### src/sv/kmpt_ram.sv
// Generic single-write, single-read memory with a registered read port.
// Stand-alone; no package dependency.
module kmpt_ram #(
  parameter int W = 8,
  parameter int D = 16
) (
  input  logic                 clk,
  input  logic                 we,
  input  logic [$clog2(D)-1:0] waddr,
  input  logic [W-1:0]         wdata,
  input  logic [$clog2(D)-1:0] raddr,
  output logic [W-1:0]         rdata
);

  logic [W-1:0] mem [D];

  // Write and registered read.
  always_ff @(posedge clk) begin
    if (we) begin
      mem[waddr] <= wdata;
    end
    rdata <= mem[raddr];
  end

endmodule

### config.mk
export PLATFORM = sky130hd
export DESIGN_NAME = kmpt_ram
export DESIGN_NICKNAME = d
export VERILOG_FILES = /design/src/sv/kmpt_ram.sv
export SDC_FILE = /design/constraint.sdc
export NUM_CORES = 1
export LEC_CHECK = 0
export ABC_AREA = 1
export BUFFER_PORTS_ARGS = -buffer_cell sky130_fd_sc_hd__buf_2
export CORE_ASPECT_RATIO = 1.5
export CORE_UTILIZATION = 30
export DETAILED_ROUTE_END_ITERATION = 7
export GPL_ROUTABILITY_DRIVEN = 1
export PLACE_DENSITY_LB_ADDON = 0.3
export SYNTH_ARGS = -nofsm -noshare
export SYNTH_HDL_FRONTEND = slang
export SYNTH_SLANG_ARGS = --single-unit
### constraint.sdc
create_clock -name clk -period 2.9 [get_ports clk]
set_input_delay 0.29 -clock clk [delete_from_list [all_inputs] [get_ports clk]]
set_output_delay 0.29 -clock clk [all_outputs]
set_load 0.03 [all_outputs]
==> results.ini <==
[global_route]
grt_overflow_total=0
grt_use_total_pct=15.32
grt_pass1_vias=3924
antenna_found_initial=0
grt_first_pass_wirelength_um=21500
grt_max_degree=65

[setup_path]
cp.buffers_inverters=3
crit_arrival_ps=1670
crit_chain=buf_2 -> inv_2 -> buf_12 -> nand2_1 -> nand3_1 -> nand3_1 -> nand3_1 -> nand2_1
crit_required_ps=3200
start_kind=input pin
cp_top_family=buffers and inverters
path_class=input pin to flip-flop
cpMostUsedCell=nand3_1
cp_max_fo=33
critPathMaxStageDelay_ps=430
crit_path_end_kind=flip-flop
cp_slowest_cell=inv_2

[power]
ir_worst_vdd_v=0.0005365
p_leak_nw=2.849
power_density_nw_per_um2=721.1
power_mw=4.849

[route]
ant_nets=0
drt_wl_total_um=13870
drt_iter0_markers=211
drc=0
vias=3775
vias_per_cell=4.499
routedWlPerCell_um=16.53
drt-pass1-iter-count=4

[floorplan]
ios=26
fp.dieArea_um2=19790
core_area_um2=18700
rows=61
die_y_um=171.8
start_util_pct=30.84
die-width_um=115.2

[clocking]
clkTransAtPathRegs_ps=60
cts_setup_buffers=0
ctsResizeCount=0
numClockSinks=136
cts-root-buf=clkbuf_16
postCtsHoldBufs=0
clockBufferDepth=2
cts_tree=yes
ctsHtreeMaxLevel=4
cts_buffers=17
insertion_delay_ps=410

[synthesis]
synth_seq_cells=136
syn_area_um2=5767
synth_cells=551
yosysSeqAreaShare_pct=69.43
syn_area_per_cell_um2=10.47
yosysWarnings=0
synthesis.nets=569
ys_types=12

[placed_design]
dp_hpwl_um=8932
gp_congestion=0.7929
place_inst=807
portBuffers=25

[final_layout]
nFillCells=1840
final_common_cell=nand2_1
area_delta_synth_final_pct=16.62
layout.nets=592
layout_common_cells=nand2_1, edfxtp_1, inv_1, nand3_1, buf_2
drive_above_1_share_pct=10.39
diodes=0
final_cells=839

[sta]
fmaxAchievable_mhz=729.5
tightestPinTransition_ps=873.6
relSlewSlack_pct=41.55
finalSetupViolCount=0
fin_crit_ps=1371
hold_violations=0
period_share_pct=47.27
slew_violations=0
rsz0062_at_grt=no
clock_skew_ps=8.463
setup_tns_ps=0

[hold_path]
min_path_type=input pin to flip-flop

[status]
run_status=finished clean

[flow_run]
maxCapViolations=0

==> layout make-up <==
| class | instances | area, um2 | share of cell area, % |
|---|---|---|---|
| Sequential cell | 136 | 4004 | 59.53 |
| Multi-Input combinational cell | 289 | 1214 | 18.05 |
| Clock buffer | 18 | 429.2 | 6.381 |
| Inverter | 102 | 382.9 | 5.693 |
| Tap cell | 252 | 315.3 | 4.688 |
| Clock inverter | 14 | 220.2 | 3.274 |
| Timing Repair Buffer | 28 | 160.2 | 2.381 |
==> sequential cells by signal, summed over array words and instances (netlist names) <==
register / flops
mem: 128
rdata: 8
==> where the power goes <==
part	switching (mW)	internal, mW
clock	0.817	1.53
combinational	0.214	0.0720
sequential	0.0146	2.20
==> cells in the mapped netlist <==
| cell | instances | area share, % |
|---|---|---|
| nand2_1 | 173 | 11 |
| nand3_1 | 97 | 8.4 |
| buf_4 | 4 | 0.52 |
| dfxtp_1 | 8 | 2.8 |
| nor2_1 | 17 | 1.1 |
| inv_2 | 2 | 0.13 |
| edfxtp_1 | 128 | 67 |
| buf_6 | 6 | 1.2 |
| nand3b_1 | 2 | 0.26 |
| inv_1 | 100 | 6.5 |
| buf_1 | 1 | 0.065 |
| buf_2 | 13 | 1.1 |
==> kinds of logic after synthesis <==
| family | Yosys count | share of synthesized area (%) |
|---|---|---|
| and+or+nand+nor | 289 | 21.05 |
| buffers and inverters | 126 | 9.525 |
| DFF | 136 | 69.43 |
==> worst reg2reg max path, cell delays in order, from the launching register on <==
cell and delay [ps]:
edfxtp_1 360, inv_1 60, nand2_1 60, nand3_1 130, nand3_1 180, nand3_1 150
nand2_1 60
==> metal layers <==
layer	track usage (%)	vias to the layer above	part of all wire, %
met5	0	-	0
met4	10.90	0	5.4
met3	2.889	36	3.7
met2	28.26	110	54
met1	15.19	1811	37
li1	-	1818	-
==> metrics by stage <==
stage | setup slack (ps) | util, % | hold WS, ps | instance area (um2)
floorplan | 1659 | - | 388.9 | 5767
global placement | 1096 | 32.49 | 654.1 | 6076
detailed placement | 1082 | 32.49 | 655.5 | 6076
CTS | 1512 | 35.97 | 228.4 | 6725
global route | 1388 | 35.97 | 258.6 | 6725
finish | 1529 | 35.97 | 241.6 | 6725
==> worst paths after layout <==
check            start  endpoint  slack, ps  cells after the start
max reg2reg  mem[5][0]  rdata[0]       1790                      6
min           raddr[3]  rdata[1]        240                      3
min reg2reg  mem[2][0]  rdata[0]        670                      6
max           raddr[0]  rdata[3]       1530                      8
Note: power is estimated with default switching activity, not from simulation.
