`src/sv/kmpt_hash.sv`:
```
// Key hash: y = ((key*101) >> 8) + key*1001, bucket = y mod BUCKETS.
// The modulo uses a reciprocal multiplication in multiply, reduce and done steps. No package use.
module kmpt_hash #(
  parameter int BUCKETS = 256
) (
  input  logic                       clk,
  input  logic                       rst,
  input  logic                       start,
  input  logic [31:0]                key,
  output logic                       done,
  output logic [$clog2(BUCKETS)-1:0] bucket
);

  localparam int BW = $clog2(BUCKETS);
  // Rounded-up reciprocal 2^(32+BW)/BUCKETS; exact quotients for every 32-bit y.
  localparam logic [63:0] RECIP_FULL =
    ((64'd1 << (32 + BW)) + 64'(BUCKETS) - 64'd1) / 64'(BUCKETS);
  localparam logic [32:0] RECIP = RECIP_FULL[32:0];

  logic        busy;
  logic [1:0]  step;
  logic [31:0] y;
  logic [31:0] x;
  logic [64:0] prod;
  logic [31:0] quo;
  logic [31:0] rem;

  assign x      = key * 32'd101;
  assign quo    = 32'(prod >> (32 + BW));
  assign done   = busy && (step == 2'd2);
  assign bucket = rem[BW-1:0];

  // Sequencing of the multiply, reduce and done steps.
  always_ff @(posedge clk) begin
    if (rst) begin
      busy <= 1'b0;
      step <= '0;
    end else if (start) begin
      busy <= 1'b1;
      step <= '0;
    end else if (busy) begin
      if (step == 2'd2) begin
        busy <= 1'b0;
      end else begin
        step <= step + 2'd1;
      end
    end
  end

  // Hash word, product with the reciprocal and the remainder.
  always_ff @(posedge clk) begin
    if (start) begin
      y <= (x >> 8) + key * 32'd1001;
    end
    if (busy && (step == 2'd0)) begin
      prod <= 65'(y) * 65'(RECIP);
    end
    if (busy && (step == 2'd1)) begin
      rem <= y - quo * 32'(BUCKETS);
    end
  end

endmodule

```
`config.mk`:
```
export PLATFORM = sky130hd
export DESIGN_NAME = kmpt_hash
export DESIGN_NICKNAME = d
export VERILOG_FILES = /design/src/sv/kmpt_hash.sv
export SDC_FILE = /design/constraint.sdc
export NUM_CORES = 1
export LEC_CHECK = 0
export ABC_AREA = 0
export BUFFER_PORTS_ARGS = -buffer_cell sky130_fd_sc_hd__buf_2
export CAP_MARGIN = 20
export CORE_UTILIZATION = 25
export CTS_CLUSTER_DIAMETER = 30
export DETAILED_ROUTE_END_ITERATION = 8
export GPL_TIMING_DRIVEN = 0
export PLACE_DENSITY = 0.42
export SLEW_MARGIN = 20
export SYNTH_ARGS = -nofsm -noshare
export SYNTH_HDL_FRONTEND = slang
export SYNTH_SLANG_ARGS = --single-unit
```
`constraint.sdc`:
```
create_clock -name clk -period 18.53 [get_ports clk]
set_clock_uncertainty 0.15 [all_clocks]
set_input_delay 1.853 -clock clk [delete_from_list [all_inputs] [get_ports clk]]
set_output_delay 1.853 -clock clk [all_outputs]
set_load 0.005 [all_outputs]
```
==> metrics.md <==
| Metric | Value |
|---|---|
| FFs w/ async S/R, synth | `0%` |
| Clock Pin Slew Worst Setup and Hold Paths | `0.06 ns` |
| P_sw | `between 0.2 and 0.25 mW` |
| Layout cells sized above 1 | `13.82%` |
| Hold wc startpoint | `y[5]` |
| Synth Area in Adders | `49.76%` |
| Post-route DRC violation count | `0` |
| Critical Path Start | `key[2]` |
| Leakage | `roughly 1.4 nW` |
| Sequential Power Share | `16.2%` |
| Seq cells post-synth | `19` |
| Die width | `99.54 µm` |
| Setup CP Type | `primary input to register` |
| Crit Path Max Fanout | `6` |
| Final net count | `364` |
| Internal power | `0.3126 mW` |
| Post-synth EDFFs | `16` |
| Die Span Y | `around 100 µm` |
| Worst R2R Setup Slack | `approximately 17 ns` |
| Setup violators final | `0` |
| GPL Wtd Cong | `0.7327` |
| Detail Placement HPWL | `3436 µm` |
| Dpl cells | `371` |
| Simple-gate share of the synthesized area | `under 10%` |
| Final number of hold-violating endpoints | `0` |
| DR vias | `1394` |
| Vias in the first global route | `1430` |
| Layout area overhead | `14.36%` |
| Worst Path Buf+Inv | `5` |
| # hold bufs at CTS | `0` |
| Core ar. | `9240 µm²` |
| Initial drt markers | `16` |
| Largest net degree at the start of global routing | `12` |
| Reg2Reg Depth | `5` |
| CTS sink cnt | `19` |
| Vias per inst | `3.717` |
| Pwr dens | `200.6 nW/µm²` |
| # rows | `35` |
| Critical Path Max Stage Delay | `0.52 ns` |
| Post-route insts no fill | `375` |
| Synth unique cells | `23` |
| RSZ-0062 raised after global routing | `false` |
| CP Capture Type | `register` |
| Status | `completed` |
| Slew Viols, Final | `0` |
| Global Route Usage Sum | `8.375%` |
| Critical path startpoint category | `primary input` |
| Worst R2R Start | `step[0]` |
| Routed wire length | `~3800 µm` |
| Post-synthesis mux area share | `0%` |
| Hold endpoint | `rem[5]` |
| First-pass GRT wire length | `6548 µm` |
| Port Buffer Count | `27` |
| Post-CTS Resized | `0` |
| Antenna Violating Nets Remaining | `0` |
| Gate Count Post-Synth | `215` |
| Critical Path AT | `7.79 ns` |
| Ports | `44` |
| Synthesized area per cell | `11.06 µm²` |
| Yosys top cell by area | `ha_1` |
| Sw Ratio | `between 40% and 50%` |
| Slew of the pin with the lowest slew margin | `0.3026 ns` |
| Logic pwr share | `between 70% and 80%` |
| R2r endpoint | `step[1]` |
| Final Cycle Share | `between 40% and 50%` |
| Synth Area in XOR/XNOR | `10.31%` |
| Antenna violations before repair | `0` |
| Clk Latency, worst-skew pair | `0.24 ns` |
| Max H-tree Level | `1` |
| Most common cell after layout, fill and taps aside | `ha_1` |
| Grt ovf | `0` |
| Inserted Clock Buffers | `3` |
| Clock tree buffer depth | `2` |
| Pre-antenna DRT Iters | `2` |
| Top post-synthesis cells by area | `ha_1, edfxtp_1, fa_1, inv_1, xnor2_1` |
| Largest family of logic cells by synthesized area | `adder cells` |
| Rel. slew slack | `79.31%` |
| Worst vdd ir | `0.1295 mV` |
| Ys flop type | `edfxtp_1` |
| Die Area | `9908 µm²` |
| HP Class | `register to register` |
| Drt wl/cell | `~10 µm` |
| WP data required | `18.37 ns` |
| Final Critical Period | `7.951 ns` |
| Syn_nets | `332` |
| Hold depth | `0` |
| Most frequent cells in the layout | `ha_1, inv_1, buf_2, xnor2_1, fa_1` |
| Root buffer cell | `clkbuf_8` |
| Fin Setup TNS | `0 ns` |
| CTS tree | `done` |
| Max-cap violations | `0` |
| Setup bufs post-CTS | `0` |
| Seq/Total Area, Yosys | `between 20% and 30%` |
| N_diodes | `0` |
| F_max | `around 0.13 GHz` |
| Fill cells | `981` |
| Starting Density | `25.74%` |
| CP most frequent cell | `ha_1` |
| Compound-Gate Fraction of Synth Area | `5.471%` |
| Synthesized area | `2379 µm²` |
| CP max stage cell | `fa_1` |
| Clock power frac | `4.9%` |
| Yosys warns | `0` |
| Share of Yosys cell area claimed by the top area cell type | `32.09%` |
| Crit path max-delay family | `adder cells` |
==> cells by family (layout without fill, tap and decap cells) <==
| group | Yosys count | after routing |
|---|---|---|
| AO/OA/AOI/OAI | 17 | 17 |
| XOR/XNOR | 28 | 28 |
| flip-flops | 19 | 19 |
| buffers and inverters | 52 | 83 |
| AND/OR/NAND/NOR | 17 | 17 |
| adder cells (fa/ha/maj) | 82 | 82 |
==> worst max path at each step <==
stage	to	cells after the start
global route	y[7]	28
CTS	y[7]	28
finish	y[7]	28
global placement	y[7]	28
floorplan	y[7]	27
detailed placement	y[7]	28
==> synth_stat cells, drive strengths merged, types with 2 or more instances <==
master and number:
xor2 6, nor3 2, dfxtp 3, a21oi 8, xnor2 22, inv 52, nor2b 2, ha 61
nor2 5, edfxtp 16, and2 2, nand3 2, fa 21, nand2 2, a21o 4
==> stage by stage <==
stage / total power, mW / hold slack, ns / setup WS [ns] / instance area, µm² / utilization, %
3_5_place_dp: 0.5252 / 0.2554 / 10.28 / 2675 / 28.95
4_1_cts: 0.5595 / 0.2718 / 10.51 / 2720 / 29.44
6_report: 0.5456 / 0.2694 / 10.58 / 2720 / 29.44
3_3_place_gp: 0.5291 / 0.2514 / 10.26 / 2675 / 28.95
5_1_grt: 0.6168 / 0.2749 / 10.32 / 2720 / 29.44
2_1_floorplan: 0.4488 / 0.2503 / 10.82 / 2379 / -
==> sequential cells by signal (all words and copies together), names as in the netlist <==
| name | cells |
|---|---|
| step | 2 |
| rem | 8 |
| busy | 1 |
| y | 8 |
==> worst register-to-register path, stage by stage (launching register included) <==
cell       delay [ns]
dfxtp_1          0.38
inv_1            0.06
ha_1             0.20
nor2b_1          0.27
nor2_1           0.06
a2111oi_0        0.33
==> cell type report <==
| cell class | count | area (µm²) | share of cell area (%) |
|---|---|---|---|
| Tap cell | 129 | 161.4 | 5.934 |
| Multi-Input combinational cell | 144 | 1643 | 60.40 |
| Clock buffer | 4 | 45.04 | 1.656 |
| Sequential cell | 19 | 540.5 | 19.87 |
| Inverter | 52 | 195.2 | 7.176 |
| Timing Repair Buffer | 27 | 135.1 | 4.968 |
==> power groups by stage <==
stage | Sequential (mW) | Clock [mW] | Combinational, mW
after floorplan | 0.0891 | 0 | 0.360
after global placement | 0.0894 | 0 | 0.440
after detailed placement | 0.0897 | 0 | 0.435
after CTS | 0.0888 | 0.0285 | 0.442
after global routing | 0.0896 | 0.0298 | 0.497
final | 0.0886 | 0.0267 | 0.430
==> layer usage <==
metal | part of all wire [%] | track usage (%)
met3 | 2.1 | 0.4216
met5 | 0 | 0
met4 | 0.60 | 2.036
met1 | 51 | 11.56
met2 | 47 | 14.37
No activity file was read; power rests on OpenSTA's default activity.
